==> src/hw/rtl/drc_pkg.sv <==
package drc_pkg;

  // Configuration port
  localparam int APB_AW = 5;
  localparam int APB_DW = 32;

  // Register indexes (paddr[4:2])
  localparam logic [2:0] REG_POS_X   = 3'd0;
  localparam logic [2:0] REG_POS_Y   = 3'd1;
  localparam logic [2:0] REG_DIR_X   = 3'd2;
  localparam logic [2:0] REG_DIR_Y   = 3'd3;
  localparam logic [2:0] REG_PLANE_X = 3'd4;
  localparam logic [2:0] REG_PLANE_Y = 3'd5;

  // Item op codes
  localparam logic OP_WRITE = 1'b0;
  localparam logic OP_CAST  = 1'b1;

  // Wall codes with a colour of their own
  localparam logic [2:0] CODE_RED   = 3'd1;
  localparam logic [2:0] CODE_GREEN = 3'd2;
  localparam logic [2:0] CODE_BLUE  = 3'd3;
  localparam logic [2:0] CODE_WHITE = 3'd4;

  // Shared divider
  localparam int DIV_W  = 42;
  localparam int ITER_W = 6;

  // Significant bits of the camera product slice, and dividend bits of each division
  localparam int CAM_BITS   = 26;
  localparam int DELTA_BITS = 33;
  localparam int PERP_BITS  = 41;
  localparam int LH_BITS    = 29;

  // Shared multiplier operands
  localparam int MUL_A_W = 34;
  localparam int MUL_B_W = 29;
  localparam int MUL_P_W = MUL_A_W + MUL_B_W;

  typedef struct packed {
    logic              start;
    logic [DIV_W-1:0]  dividend;
    logic [DIV_W-1:0]  divisor;
    logic [ITER_W-1:0] iters;
  } div_req_t;

  typedef struct packed {
    logic             done;
    logic [DIV_W-1:0] quotient;
  } div_rsp_t;

endpackage

==> src/hw/rtl/drc_mul.sv <==
module drc_mul (
  input  logic                                clk_i,
  input  logic signed [drc_pkg::MUL_A_W-1:0]  a_i,
  input  logic signed [drc_pkg::MUL_B_W-1:0]  b_i,
  output logic signed [drc_pkg::MUL_P_W-1:0]  prod_o
);
  import drc_pkg::*;

  always_ff @(posedge clk_i) begin
    prod_o <= MUL_P_W'(a_i) * MUL_P_W'(b_i);
  end
endmodule

==> config.mk <==
export PLATFORM = sky130hd
export DESIGN_NAME = drc_mul
export DESIGN_NICKNAME = d
export VERILOG_FILES = /design/src/hw/rtl/drc_pkg.sv /design/src/hw/rtl/drc_mul.sv
export SDC_FILE = /design/constraint.sdc
export NUM_CORES = 2
export LEC_CHECK = 0
export BUFFER_PORTS_ARGS = -buffer_cell sky130_fd_sc_hd__buf_2
export CORE_MARGIN = 2
export CORE_UTILIZATION = 53
export DETAILED_ROUTE_END_ITERATION = 8
export GPL_ROUTABILITY_DRIVEN = 0
export GPL_TIMING_DRIVEN = 0
export PLACE_DENSITY = 0.7
export SLEW_MARGIN = 5
export SYNTH_ARGS = -nofsm -noshare
export SYNTH_HDL_FRONTEND = slang
export SYNTH_SLANG_ARGS = --single-unit
==> constraint.sdc <==
create_clock -name clk_i -period 10.3 [get_ports clk_i]
set_input_delay 1.545 -clock clk_i [delete_from_list [all_inputs] [get_ports clk_i]]
set_output_delay 1.545 -clock clk_i [all_outputs]
set_load 0.02 [all_outputs]
==> reports/results.ini <==
[global_route]
grt_max_degree = 17
grt_remaining_overflow = 0
grt_usage_pct = 34.4
antenna_found_initial = 9
grt_pass1_vias = 29600
grt_pass1_wl_um = 177000

[route]
num_vias = 27600
ant_nets = 0
drt_wl_total_um = 117000
dr.pass1.iters = 8
routedWlPerCell_um = 23.7
drt_iter0_markers = 2456
drc = 0
routed_via_density = 5.58

[floorplanning]
initial_core_util_pct = 53.5
die_h_um = 267
num_rows = 96
chipWidth_um = 267
core_mm2 = 0.0686
die_area_mm2 = 0.0713
pin_count = 127

[critical_path]
worstSetupPathType = input port to register
worstSetupEndpointType = register
critPathMostFrequentCell = fa_1
critPathArrivalTime_ns = 10.28
critPathSlowestCell = clkdlybuf4s15_1
cp_cell_sequence = clkdlybuf4s15_1, clkbuf_2, nand2_1, fa_1, fa_1, fa_1, fa_1, inv_1, fa_1, fa_1, fa_1, inv_1, fa_1, inv_1, ha_1, nand2_1, nor3_1, o2111ai_1, o211ai_1, o211ai_1, a21oi_2, a21oi_1, o311ai_1
start_kind = input port
crit_fanout = 10
max_stage_delay_ns = 0.68
crit_required_ns = 10.54

[yosys]
syn_inst = 3908
ys_warn_count = 0
ys_async_sr_fraction_pct = 0
synth_top_area_cell = fa_1
yosysTopAreaCellShare_pct = 56.5
synthFlopType = dfxtp_1
synth_seq_cells = 63
ys_seq_area_share_pct = 3.44
synth_area_leaders = fa_1, inv_1, and2_1
synth.distinct_cells = 74
syn_area_mm2 = 0.0367
synth_edf_count = 0
synth_area_per_cell_um2 = 9.39
syn_nets = 5188

[sta]
setup_tns_ns = 0
fmax_mhz = 99.7
post-route-min-period_ns = 10.03
post-route-period-util_pct = 97.4
worst_slew_margin_rel_pct = 14.9
tightest_slew_ns = 1.28
hold_violations = 0
finalSetupViolations = 0
drv_slew = 0

[final_layout]
seq_area_mm2 = 0.00126
reg_top3 = prod_o (63)
fillCellCount = 6162
fin_cells = 4951
syn_to_final_growth_pct = 5.48
final_cell_mix = fa_1, inv_1, and2_1
layout_commonest_cell = fa_1
drive_gt1_share_pct = 4.14
largest_register = prod_o
final_cell_area_mm2 = 0.0387
finalNetCount = 5289
largest_reg_flops = 63
multi_input_area_mm2 = 0.0308

[placed_design]
dpl_cell_area_mm2 = 0.0383
placed_cells = 4929
port_buffers = 90
dp_hpwl_um = 100000

[clock_tree]
clkSinkCount = 63
cts_inserted_buffers = 9
clkTransAtPathRegs_ns = 0.06
post-cts-setup-buffers = 0
cts_max_level = 3
cts_buffer_depth = 2
cts_tree = done
clk_root_buffer_cell = clkbuf_16

[worst_hold_path]
hp-class = input port to register

[status]
outcome = finished clean

[run]
cap_violations = 0

## critical path, delay by kind of cell
family / cells / cell delay, ns
fa+ha+maj: 9 / 4.77
compound gates: 6 / 1.92
buf+inv: 5 / 1.32
simple gates: 3 / 0.72
## Yosys cell counts (12+ instances only)
master	number
xor2_1	20
fa_1	1036
inv_1	1003
nand2_1	462
o21bai_1	14
nand4_1	13
xnor2_1	52
o21ai_0	28
a21o_1	24
a21oi_1	62
nand2b_1	12
dfxtp_1	63
ha_1	180
clkbuf_1	198
and2_1	538
nand3_1	15
nor2_1	65
## metrics by stage
| stage | utilization [%] | hold slack, ns | setup WS (ns) |
|---|---|---|---|
| final | 56.4 | 2.06 | 0.268 |
| after global routing | 56.4 | 2.00 | -0.0120 |
| after CTS | 56.3 | 1.98 | 0.0300 |
| after detailed placement | 55.8 | 1.96 | -0.579 |
| after global placement | 55.8 | 1.96 | -0.503 |
| after floorplan | - | 1.87 | 1.41 |
## worst paths after layout
path                  startpoint         end  slack [ns]  cells after the start
worst max-delay path     a_i[17]  prod_o[60]        0.27                     23
worst min-delay path      b_i[0]   prod_o[0]        2.06                      3
## logic make-up after synthesis
group	after synthesis	synth area share, %
buffers and inverters	1215	12.6
XOR/XNOR	72	1.72
AO/OA/AOI/OAI	205	3.84
flip-flops	63	3.44
adder cells (fa/ha/maj)	1216	62.7
AND/OR/NAND/NOR	1137	15.8
## routing by layer
metal | track usage, % | part of all wire (%)
met1 | 40.7 | 34
met2 | 54.1 | 46
met3 | 9.08 | 11
met5 | 0 | 0.038
met4 | 26.0 | 9.7
## area by class of cell
| cell class | count | share of cell area (%) |
|---|---|---|
| multi-input cells | 2630 | 79.6 |
| inverters | 1004 | 9.74 |
| flip-flops and latches | 63 | 3.26 |
| well taps | 931 | 3.01 |
| plain buffers | 211 | 2.31 |
| repair buffers | 90 | 1.16 |
| clock buffers | 9 | 0.582 |
| clock inverters | 7 | 0.265 |
| diodes | 6 | 0.0388 |
## what timing repair did
| item | 4_1_cts | 5_1_grt |
|---|---|---|
| setup endpoints to repair | 8 | 12 |
| resized for setup | 1 | 68 |
| hold buffers | 0 | 0 |
Power is left out: the tool's default activity adds up to more than one toggle a clock period on the data nets, which glitch-free logic cannot reach.
