## src/hw/rtl/drc_ram.sv

```systemverilog
module drc_ram #(
  parameter int Width = 3,
  parameter int Depth = 1024,
  parameter int AddrW = $clog2(Depth)
) (
  input  logic             clk_i,
  input  logic             we_i,
  input  logic [AddrW-1:0] waddr_i,
  input  logic [Width-1:0] wdata_i,
  input  logic [AddrW-1:0] raddr_i,
  output logic [Width-1:0] rdata_o
);
  logic [Width-1:0] mem_q [Depth];

  always_ff @(posedge clk_i) begin
    if (we_i) begin
      mem_q[waddr_i] <= wdata_i;
    end
    rdata_o <= mem_q[raddr_i];
  end
endmodule

```

## config.mk

```make
export PLATFORM = sky130hd
export DESIGN_NAME = drc_ram
export DESIGN_NICKNAME = d
export VERILOG_FILES = /design/src/hw/rtl/drc_ram.sv
export SDC_FILE = /design/constraint.sdc
export NUM_CORES = 2
export LEC_CHECK = 0
export ABC_CLOCK_PERIOD_IN_PS = 3700
export BUFFER_PORTS_ARGS = -buffer_cell sky130_fd_sc_hd__buf_2
export CAP_MARGIN = 20
export CELL_PAD_IN_SITES_DETAIL_PLACEMENT = 2
export CELL_PAD_IN_SITES_GLOBAL_PLACEMENT = 2
export CORE_MARGIN = 4
export CORE_UTILIZATION = 30
export CTS_CLUSTER_SIZE = 8
export DETAILED_ROUTE_END_ITERATION = 8
export GPL_ROUTABILITY_DRIVEN = 1
export GPL_TIMING_DRIVEN = 1
export PLACE_DENSITY = 0.61
export SYNTH_ARGS = -nofsm -noshare
export SYNTH_HDL_FRONTEND = slang
export SYNTH_SLANG_ARGS = --single-unit
```

## constraint.sdc

```tcl
create_clock -name clk_i -period 3.7 [get_ports clk_i]
set_input_delay 0.555 -clock clk_i [delete_from_list [all_inputs] [get_ports clk_i]]
set_output_delay 0.555 -clock clk_i [all_outputs]
set_load 0.005 [all_outputs]
```

==> results_tabular.tex <==
\begin{tabular}{lr}
\hline
Metric & Value \\
\hline
\multicolumn{2}{l}{\textbf{Run status}} \\
Outcome & finished clean \\
\multicolumn{2}{l}{\textbf{Yosys}} \\
Post-synthesis share of cell area spent on full adders, half adders and majority gates & 0\% \\
Area share of xor/xnor cells in the synthesized design & 0\% \\
Synthesis-stage register bit count & 3075 \\
Fraction of registers with async set or reset after synthesis & 0\% \\
Synth Area in Compound Gates & $\sim$3.0\% \\
Biggest area consumer among synthesized cells & sky130\_fd\_sc\_hd\_\_edfxtp\_1 \\
Largest family of logic cells by synthesized area & multiplexers \\
Simple logic cell fraction of the synthesized area & 4.84\% \\
Number of enable-type register cells in the synthesized netlist & between 3000 and 4000 \\
Mux contribution to synthesized area & 14.9\% \\
Synth area leaders & sky130\_fd\_sc\_hd\_\_edfxtp\_1 (75\%), sky130\_fd\_sc\_hd\_\_mux4\_2 (12\%), sky130\_fd\_sc\_hd\_\_nor2\_1 (3.3\%) \\
Area share of the largest cell type after synthesis & 74.6\% \\
Number of nets produced by synthesis & 6569 \\
Post-synthesis cell area & 124000 um2 \\
Most used flip-flop cell after synthesis & sky130\_fd\_sc\_hd\_\_edfxtp\_1 \\
Mean post-synth cell area & around 19 um2 \\
Sequential area share after synthesis & around three quarters \\
Count of synthesis-stage warnings from yosys & 0 \\
Post-synth cell types & 79 \\
Gate count of the mapped netlist & 6544 \\
\multicolumn{2}{l}{\textbf{Place}} \\
HPWL after DPL & 261000 um \\
Area of placed instances & 133000 um2 \\
Pre-CTS setup slack & -0.684 ns \\
Weighted congestion reported at the end of routability-driven placement & 0.805 \\
Total of buffers placed on input and output ports & 27 \\
\multicolumn{2}{l}{\textbf{Clock tree}} \\
Clock tree from TritonCTS & yes \\
Setup Buffers After CTS & 0 \\
Later-pin clock latency in the skew report & 0.97 ns \\
Num Clock Sinks & 3075 \\
CTS Buffer Depth & 4 \\
Clock transition at path regs & 0.05 ns \\
Count of cells resized by post-cts repair & 0 \\
Count of hold-fix buffers inserted at cts & 1 \\
Clock root buffer & sky130\_fd\_sc\_hd\_\_clkbuf\_16 \\
Num CTS Buffers & 423 \\
Deepest level of the CTS H-tree & 5 \\
\multicolumn{2}{l}{\textbf{STA}} \\
Number of max-slew violations in the final report & 0 \\
Post-route clock period utilization & 92.2\% \\
Final-report hold violation count & 0 \\
Largest clock skew in the final design & around 0.051 ns \\
Final Setup Violations & 0 \\
Highest Clock Rate & 293 MHz \\
Relative max-transition margin & about 24\% \\
Post-layout min period & between 3 and 4 ns \\
Minimum setup slack in the final design & around 0.29 ns \\
Setup repair after global routing missed its margin & no \\
Measured slew at the worst slew-check pin & approximately 1.1 ns \\
\multicolumn{2}{l}{\textbf{Drt}} \\
Count of unresolved DRC violations after routing & 0 \\
DR pass1 iterations & 5 \\
Vias per cell & approximately 5.4 \\
Routed WL per cell & 33.2 um \\
Number of DRC markers in iteration 0 & 7944 \\
DRT antenna net count & 0 \\
DRT Wirelength & 417000 um \\
Vias after detailed routing & 67500 \\
\multicolumn{2}{l}{\textbf{Finish}} \\
Register cell area after layout & 92300 um2 \\
Share of cells above drive strength 1 & around 24\% \\
Area of combinational cells with multiple inputs & about 29000 um2 \\
Most common cell after layout, fill and taps aside & sky130\_fd\_sc\_hd\_\_edfxtp\_1 \\
Synthesis-to-finish area growth & 17.0\% \\
Layout filler cell count & $\sim$40000 \\
Final design instance area without fill & 145000 um2 \\
Commonest non-fill, non-tap cells in the layout & sky130\_fd\_sc\_hd\_\_edfxtp\_1 (3072), sky130\_fd\_sc\_hd\_\_nor2\_1 (1077), sky130\_fd\_sc\_hd\_\_mux4\_2 (635) \\
Count of nets after finishing & 7061 \\
\multicolumn{2}{l}{\textbf{Setup path}} \\
Critical path launch point type & input pin \\
Startpoint of the worst-slack reg-to-reg timing path & mem\_q[935][0]\$\_DFFE\_PP\_ \\
Register-to-Register Path Depth & 8 \\
Flop2flop setup slack & 0.53 ns \\
Endpoint of the worst register-to-register path & rdata\_o[0]\$\_DFF\_P\_ \\
CP endpoint kind & flip-flop \\
Critical path data arrival time & about 4.3 ns \\
Req. time, crit path & 4.57 ns \\
Maximum fanout along the worst path & 21 \\
Classification of the worst setup path & input pin to flip-flop \\
\multicolumn{2}{l}{\textbf{Pwr}} \\
IR drop worst, VDD & $\sim$0.38 mV \\
Power per Cell Area & 534 nW/um2 \\
Post-layout power & 0.0774 W \\
Cell leakage power & about 45 nW \\
\multicolumn{2}{l}{\textbf{Min path}} \\
Number of cells on the worst hold path & 1 \\
Worst hold path type & input pin to flip-flop \\
Capture endpoint of the worst hold path & mem\_q[310][0]\$\_DFFE\_PP\_ \\
Hold Startpoint & wdata\_i[0] \\
\multicolumn{2}{l}{\textbf{Global routing}} \\
Initial antenna violation count & 49 \\
Total overflow reported by the global router & 0 \\
Largest net degree at the start of global routing & 189 \\
Total routing usage reported by global routing & 19.3\% \\
Number of global-route vias before repair & 73300 \\
Global-route wire length before repair & 586000 um \\
\multicolumn{2}{l}{\textbf{Floorplanning}} \\
Die X-Extent & 650 um \\
Overall die area & 423000 um2 \\
Core Rows & 235 \\
Die boundary height & 650 um \\
Ports & 28 \\
Core Region & 410000 um2 \\
Effective utilization at floorplan & a little under a third \\
\multicolumn{2}{l}{\textbf{Flow run}} \\
Max-cap violation count & 0 \\
\hline
\end{tabular}
[cell type report]
class	count	area share (%)
Antenna cell	10	0.0173
Clock buffer	457	7.40
Timing Repair Buffer	560	3.97
Tap cell	5451	4.71
Clock inverter	28	0.343
Multi-Input combinational cell	2971	19.8
Sequential cell	3075	63.8
Inverter	5	0.0199
[Yosys cell counts, types with 19 or more instances]
cell type                  count
sky130_fd_sc_hd__a211oi_1     29
sky130_fd_sc_hd__a21oi_1      79
sky130_fd_sc_hd__a22o_1       21
sky130_fd_sc_hd__a22oi_1      61
sky130_fd_sc_hd__buf_1        50
sky130_fd_sc_hd__buf_12       25
sky130_fd_sc_hd__buf_2        59
sky130_fd_sc_hd__buf_4        28
sky130_fd_sc_hd__buf_6        48
sky130_fd_sc_hd__buf_8        32
sky130_fd_sc_hd__clkbuf_1    243
sky130_fd_sc_hd__edfxtp_1   3072
sky130_fd_sc_hd__mux2i_1     322
sky130_fd_sc_hd__mux4_1       27
sky130_fd_sc_hd__mux4_2      635
sky130_fd_sc_hd__nand2_1     124
sky130_fd_sc_hd__nand3_1      48
sky130_fd_sc_hd__nor2_1     1080
sky130_fd_sc_hd__nor2b_1      19
sky130_fd_sc_hd__nor3_1       54
sky130_fd_sc_hd__o21ai_0      53
sky130_fd_sc_hd__o221ai_1     99
sky130_fd_sc_hd__o22ai_1      84
[routing by layer]
layer | wire (um) | track usage, % | vias up
met1 | 172000 | 26.0 | 36900
li1 | - | - | 27300
met3 | 27000 | 2.62 | 608
met4 | 12300 | 5.59 | 2
met5 | 13 | 0 | -
met2 | 205000 | 32.5 | 2688
[worst max path at each step]
stage	start	end	slack (ns)	cells after the start
2_1_floorplan	raddr_i[0]	rdata_o[1]$_DFF_P_	0.81	8
3_3_place_gp	raddr_i[0]	rdata_o[1]$_DFF_P_	-0.58	11
3_5_place_dp	raddr_i[3]	rdata_o[2]$_DFF_P_	-0.68	14
4_1_cts	raddr_i[3]	rdata_o[2]$_DFF_P_	0.35	14
5_1_grt	raddr_i[2]	rdata_o[2]$_DFF_P_	0.21	12
6_report	raddr_i[2]	rdata_o[2]$_DFF_P_	0.29	12
[per-stage QoR]
step	setup TNS [ns]	hold slack (ns)	instances	util, %
2_1_floorplan	0	0.654	6544	-
3_3_place_gp	-1.46	0.990	12100	32.5
3_5_place_dp	-1.48	0.989	12100	32.5
4_1_cts	0	0.000680	12500	35.3
5_1_grt	0	0.0159	12600	35.3
6_report	0	0.0441	12600	35.3
[registers in the layout (all words and copies together), names as in the netlist]
name     flops
mem_q     3072
rdata_o      3
[cell families (layout without fill, tap and decap cells)]
group,count (synthesis),in the layout
other cells,0,10
flops,3075,3075
buf+inv,498,1050
mux,1002,1002
simple gates,1443,1443
compound gates,526,526
[power breakdown]
| part | switching, W | internal [W] | leakage [nW] |
|---|---|---|---|
| Clock | 0.0144 | 0.0203 | 5.47 |
| Combinational | 0.00270 | 0.00150 | 11.6 |
| Sequential | 0.0000317 | 0.0384 | 27.6 |
| Total | 0.0171 | 0.0602 | 44.7 |
[worst max-delay path: stages]
cell	delay (ns)
sky130_fd_sc_hd__buf_6	0.33
sky130_fd_sc_hd__nor2b_4	0.95
sky130_fd_sc_hd__buf_4	0.36
sky130_fd_sc_hd__a221oi_1	0.09
sky130_fd_sc_hd__o21ai_0	0.36
sky130_fd_sc_hd__buf_4	0.24
sky130_fd_sc_hd__o211ai_1	0.11
sky130_fd_sc_hd__buf_4	0.19
sky130_fd_sc_hd__a21oi_1	0.26
sky130_fd_sc_hd__buf_4	0.21
sky130_fd_sc_hd__nand4_1	0.28
sky130_fd_sc_hd__nand4_1	0.20
(Power assumes the default switching activity.)
