[src/hw/rtl/drc_pkg.sv]
package drc_pkg;

  // Configuration port
  localparam int APB_AW = 5;
  localparam int APB_DW = 32;

  // Register indexes (paddr[4:2])
  localparam logic [2:0] REG_POS_X   = 3'd0;
  localparam logic [2:0] REG_POS_Y   = 3'd1;
  localparam logic [2:0] REG_DIR_X   = 3'd2;
  localparam logic [2:0] REG_DIR_Y   = 3'd3;
  localparam logic [2:0] REG_PLANE_X = 3'd4;
  localparam logic [2:0] REG_PLANE_Y = 3'd5;

  // Item op codes
  localparam logic OP_WRITE = 1'b0;
  localparam logic OP_CAST  = 1'b1;

  // Wall codes with a colour of their own
  localparam logic [2:0] CODE_RED   = 3'd1;
  localparam logic [2:0] CODE_GREEN = 3'd2;
  localparam logic [2:0] CODE_BLUE  = 3'd3;
  localparam logic [2:0] CODE_WHITE = 3'd4;

  // Shared divider
  localparam int DIV_W  = 42;
  localparam int ITER_W = 6;

  // Significant bits of the camera product slice, and dividend bits of each division
  localparam int CAM_BITS   = 26;
  localparam int DELTA_BITS = 33;
  localparam int PERP_BITS  = 41;
  localparam int LH_BITS    = 29;

  // Shared multiplier operands
  localparam int MUL_A_W = 34;
  localparam int MUL_B_W = 29;
  localparam int MUL_P_W = MUL_A_W + MUL_B_W;

  typedef struct packed {
    logic              start;
    logic [DIV_W-1:0]  dividend;
    logic [DIV_W-1:0]  divisor;
    logic [ITER_W-1:0] iters;
  } div_req_t;

  typedef struct packed {
    logic             done;
    logic [DIV_W-1:0] quotient;
  } div_rsp_t;

endpackage

[src/hw/rtl/drc_div.sv]
module drc_div (
  input  logic               clk_i,
  input  logic               rst_ni,
  input  drc_pkg::div_req_t  req_i,
  output drc_pkg::div_rsp_t  rsp_o,
  output logic               busy_o
);
  import drc_pkg::*;

  logic              busy_q, done_q;
  logic [ITER_W-1:0] cnt_q;
  logic [DIV_W-1:0]  rem_q, dvd_q, dsr_q, quo_q;
  logic [DIV_W-1:0]  trial;
  logic              fits;

  // One quotient bit per cycle, dividend left-aligned on its MSB
  assign trial = {rem_q[DIV_W-2:0], dvd_q[DIV_W-1]};
  assign fits  = (trial >= dsr_q);

  always_ff @(posedge clk_i or negedge rst_ni) begin
    if (!rst_ni) begin
      busy_q <= 1'b0;
      done_q <= 1'b0;
      cnt_q  <= '0;
    end else begin
      done_q <= 1'b0;
      if (req_i.start) begin
        busy_q <= 1'b1;
        cnt_q  <= req_i.iters;
      end else if (busy_q) begin
        cnt_q <= cnt_q - 1'b1;
        if (cnt_q == ITER_W'(1)) begin
          busy_q <= 1'b0;
          done_q <= 1'b1;
        end
      end
    end
  end

  always_ff @(posedge clk_i) begin
    if (req_i.start) begin
      rem_q <= '0;
      dvd_q <= req_i.dividend;
      dsr_q <= req_i.divisor;
      quo_q <= '0;
    end else if (busy_q) begin
      rem_q <= fits ? trial - dsr_q : trial;
      dvd_q <= {dvd_q[DIV_W-2:0], 1'b0};
      quo_q <= {quo_q[DIV_W-2:0], fits};
    end
  end

  assign busy_o         = busy_q;
  assign rsp_o.done     = done_q;
  assign rsp_o.quotient = quo_q;
endmodule

[config.mk]
export PLATFORM = sky130hd
export DESIGN_NAME = drc_div
export DESIGN_NICKNAME = d
export VERILOG_FILES = /design/src/hw/rtl/drc_pkg.sv /design/src/hw/rtl/drc_div.sv
export SDC_FILE = /design/constraint.sdc
export NUM_CORES = 1
export LEC_CHECK = 0
export BUFFER_PORTS_ARGS = -buffer_cell sky130_fd_sc_hd__buf_4
export CAP_MARGIN = 20
export CELL_PAD_IN_SITES_DETAIL_PLACEMENT = 0
export CELL_PAD_IN_SITES_GLOBAL_PLACEMENT = 1
export CORE_MARGIN = 10
export CORE_UTILIZATION = 45
export DETAILED_ROUTE_END_ITERATION = 8
export HOLD_SLACK_MARGIN = 0.06
export PLACE_DENSITY = 0.84
export SETUP_SLACK_MARGIN = 0.3
export SKIP_LAST_GASP = 1
export SLEW_MARGIN = 20
export SYNTH_ARGS = -nofsm -noshare
export SYNTH_HDL_FRONTEND = slang
export SYNTH_SLANG_ARGS = --single-unit
[constraint.sdc]
create_clock -name clk_i -period 7.9 [get_ports clk_i]
set_input_delay 0.79 -clock clk_i [delete_from_list [all_inputs] [get_ports clk_i]]
set_output_delay 0.79 -clock clk_i [all_outputs]
set_load 0.03 [all_outputs]
==> impl_metrics.py <==
metrics = {
    "sta": {
        "fmax_mhz": 256,
        "fin_ws_ns": 4.00,
        "fin_setup_tns_ns": 0,
        "rsz0062_at_grt": "false",
        "final.min_clock_period_ns": 3.90,
        "worst_slew_pin_slew_ns": 0.932,
        "maxSlewHeadroom_pct": 37.8,
        "hold_viol": 0,
        "hold_ws_ns": 0.164,
        "finClkSkew_ns": 0.0130,
        "drv_slew": 0,
        "period_share_pct": 49.4,
        "setup_viol": 0,
    },
    "final_layout": {
        "fin_nets": 1144,
        "multiInputGateArea_um2": 4310,
        "regArea_um2": 4390,
        "drive_gt1_share_pct": 22.1,
        "fill_cells": 1787,
        "layout.cells.non_filler": 1284,
        "final_core_util_pct": 55.6,
        "n_antenna_cell": 0,
        "area_delta_synth_final_pct": 20.1,
    },
    "die": {
        "die-area_um2": 26300,
        "die_h_um": 162,
        "num_io_pins": 137,
        "fp.dieW_um": 162,
        "initial_core_util_pct": 46.3,
        "rows": 51,
        "fp.coreArea_um2": 19700,
    },
    "synth": {
        "netlist_area_um2": 9090,
        "synthTopCellsByArea": "edfxtp_1 28%, dfxtp_1 18%, ha_1 6.1%",
        "synth_nets": 1034,
        "ys_ff_latch": 175,
        "synth_area_leader_cell": "edfxtp_1",
        "yosysMostFrequentCell": "nor2_1",
        "synth_flop_cell": "edfxtp_1",
        "ys_types": 57,
        "synth_warnings": 0,
        "async_reset_ff_share_pct": 4.57,
        "synthCells": 896,
        "ys_seq_area_share_pct": 48.2,
        "yosysTopAreaCellShare_pct": 27.7,
        "netlist_top_cells_count": "116 x nor2_1, 84 x edfxtp_1, 83 x dfxtp_1",
        "synth_edf_count": 84,
        "syn_area_per_cell_um2": 10.2,
    },
    "pwr": {
        "switching_share_pct": 29.3,
        "power_density_nw_per_um2": 213,
        "ir_drop_mv": 0.180,
        "p_int_w": 0.00164,
        "switchingPower_w": 0.000681,
        "seq_power_share_pct": 45.8,
        "p_comb_share_pct": 16.5,
        "clkPwrFrac_pct": 37.7,
        "p_leak_nw": 5.01,
    },
    "critical_path": {
        "critPathBufInv": 3,
        "start_kind": "flip-flop",
        "crit_path_cell_trace": "inv_1, ha_1, inv_1, fa_1, a21oi_1, nor2_1, o21bai_1, a311oi_1, o21ba_2, a21oi_4, buf_4, mux2_2, mux2i_1, nor2_1",
        "cpPeakStageDelay_ns": 0.55,
        "end_kind": "flip-flop",
        "cpMaxStageDelayCell": "buf_4",
        "path_max_fanout": 45,
        "cp_data_arrival_time_ns": 4.18,
        "required_ns": 8.18,
        "cp_top_family": "compound AO/OA/AOI/OAI gates",
        "crit_type": "reg -> reg",
    },
    "global_routing": {
        "grt_max_degree": 112,
        "grt_pass1_vias": 6637,
        "gr-total-overflow": 0,
        "grt_pass1_wl_um": 34000,
        "antenna_found_initial": 0,
        "grt_usage_pct": 15.8,
    },
    "drt": {
        "drt-initial-drc-count": 319,
        "avgRoutedWirePerCell_um": 16.0,
        "wirelength_um": 20600,
        "drt_pass1_iterations": 5,
        "ant_nets": 0,
        "route.detailed.drc": 0,
        "vias": 6656,
        "viasPerCell": 5.18,
    },
    "clock_network": {
        "cts_max_level": 4,
        "root_buffer": "clkbuf_16",
        "clk_latency_ns": 0.43,
        "clkTransAtPathRegs_ns": 0.08,
        "cts_sinks": 175,
        "cts_hold_buf": 0,
        "post_cts.repair.setup_buffers": 0,
        "numCtsBuffers": 17,
        "cts_resized": 0,
        "cts_tree": "yes",
        "cts_buffer_depth": 2,
    },
    "min_path": {
        "min_path_type": "in -> async",
    },
    "placement": {
        "hpwlAfterDp_um": 14800,
        "io_buffers": 136,
        "place_inst": 1252,
        "routabilityCongestion": 0.819,
        "dpl_worst_slack_ns": 4.03,
    },
    "flow_run": {
        "drv_cap": 0,
    },
    "status": {
        "outcome": "completed",
    },
}
kinds of logic (layout without fill, tap and decap cells):
family	after synthesis	in the layout	share of synthesized area (%)
AO/OA/AOI/OAI	205	205	14.4
XOR/XNOR	41	41	3.95
adder cells (fa/ha/maj)	45	45	6.27
buffers and inverters	102	225	4.50
flip-flops	175	175	48.2
multiplexers	93	93	10.8
AND/OR/NAND/NOR	235	235	11.8
per-layer routing:
metal  wire, µm  share of wire, %  global-route usage, %
met1       9390                46                   20.0
met3       1890               9.2                   7.76
met5          0                 0                      0
met4        150              0.73                   3.43
met2       9120                44                   23.6
power by group through the flow:
stage / registers (W) / clock network (W) / logic (W)
final: 0.00106 / 0.000877 / 0.000384
after global routing: 0.00107 / 0.000936 / 0.000434
after CTS: 0.00106 / 0.000898 / 0.000386
after detailed placement: 0.00108 / 0 / 0.000384
after global placement: 0.00108 / 0 / 0.000383
after floorplan: 0.00107 / 0 / 0.000290
state kept, by name (all words and copies together) (netlist names):
name / cells
done_q: 1
dsr_q: 42
busy_o: 1
dvd_q: 42
cnt_q: 6
quo_q: 42
rem_q: 41
worst register-to-register path: cells and delay by family (launching register included):
family / cells / cell delay (ns)
and+or+nand+nor: 2 / 0.13
muxes: 2 / 0.56
buffers and inverters: 3 / 0.68
adders and majority gates: 2 / 0.59
AOI/OAI and AO/OA: 5 / 1.40
DFF: 1 / 0.38
metrics by stage:
stage	power, W	cell area [µm²]
2_1_floorplan	0.00136	9090
3_3_place_gp	0.00147	10300
3_5_place_dp	0.00147	10300
4_1_cts	0.00235	10900
5_1_grt	0.00244	10900
6_report	0.00232	10900
path summary, 6_finish.rpt:
kind | startpoint | to | slack, ns | cells past startpoint
max | dvd_q[41] | rem_q[19] | 4.00 | 14
min | rst_ni | cnt_q[4] | 0.16 | 1
max reg2reg | dvd_q[41] | rem_q[19] | 4.00 | 14
min reg2reg | rem_q[29] | rem_q[29] | 0.48 | 2
max in group asynchronous | rst_ni | busy_o | 7.59 | 1
min in group clk_i | rem_q[29] | rem_q[29] | 0.48 | 2
cell usage in the layout (no fill, tap or decap), drive strengths merged, types with 3 or more instances in the layout:
| master | instances |
|---|---|
| buf | 141 |
| nor2 | 116 |
| edfxtp | 84 |
| dfxtp | 83 |
| a21oi | 73 |
| inv | 59 |
| mux2i | 51 |
| nand2 | 49 |
| ha | 44 |
| mux2 | 42 |
| o21ai | 37 |
| a211oi | 31 |
| xor2 | 23 |
| xnor2 | 18 |
| a21o | 17 |
| clkbuf | 17 |
| nand4 | 16 |
| nand3 | 9 |
| a31oi | 9 |
| dfrtp | 8 |
| clkinv | 8 |
| o211ai | 6 |
| nor3 | 6 |
| nand2b | 5 |
| o21bai | 5 |
| nor2b | 5 |
| and4b | 4 |
| and2 | 4 |
| and3 | 4 |
| a311oi | 4 |
| o31ai | 4 |
| or2 | 3 |
| o221ai | 3 |
| o21a | 3 |
| a221o | 3 |
layout make-up:
class                           instances  share of cell area [%]
Clock inverter                         15                    1.95
Tap cell                              265                    3.04
Multi-Input combinational cell        619                    39.4
Sequential cell                       175                    40.2
Inverter                               52                    1.79
Timing Repair Buffer                  141                    9.72
Clock buffer                           17                    3.89
Power figures use the tool's default switching activity.
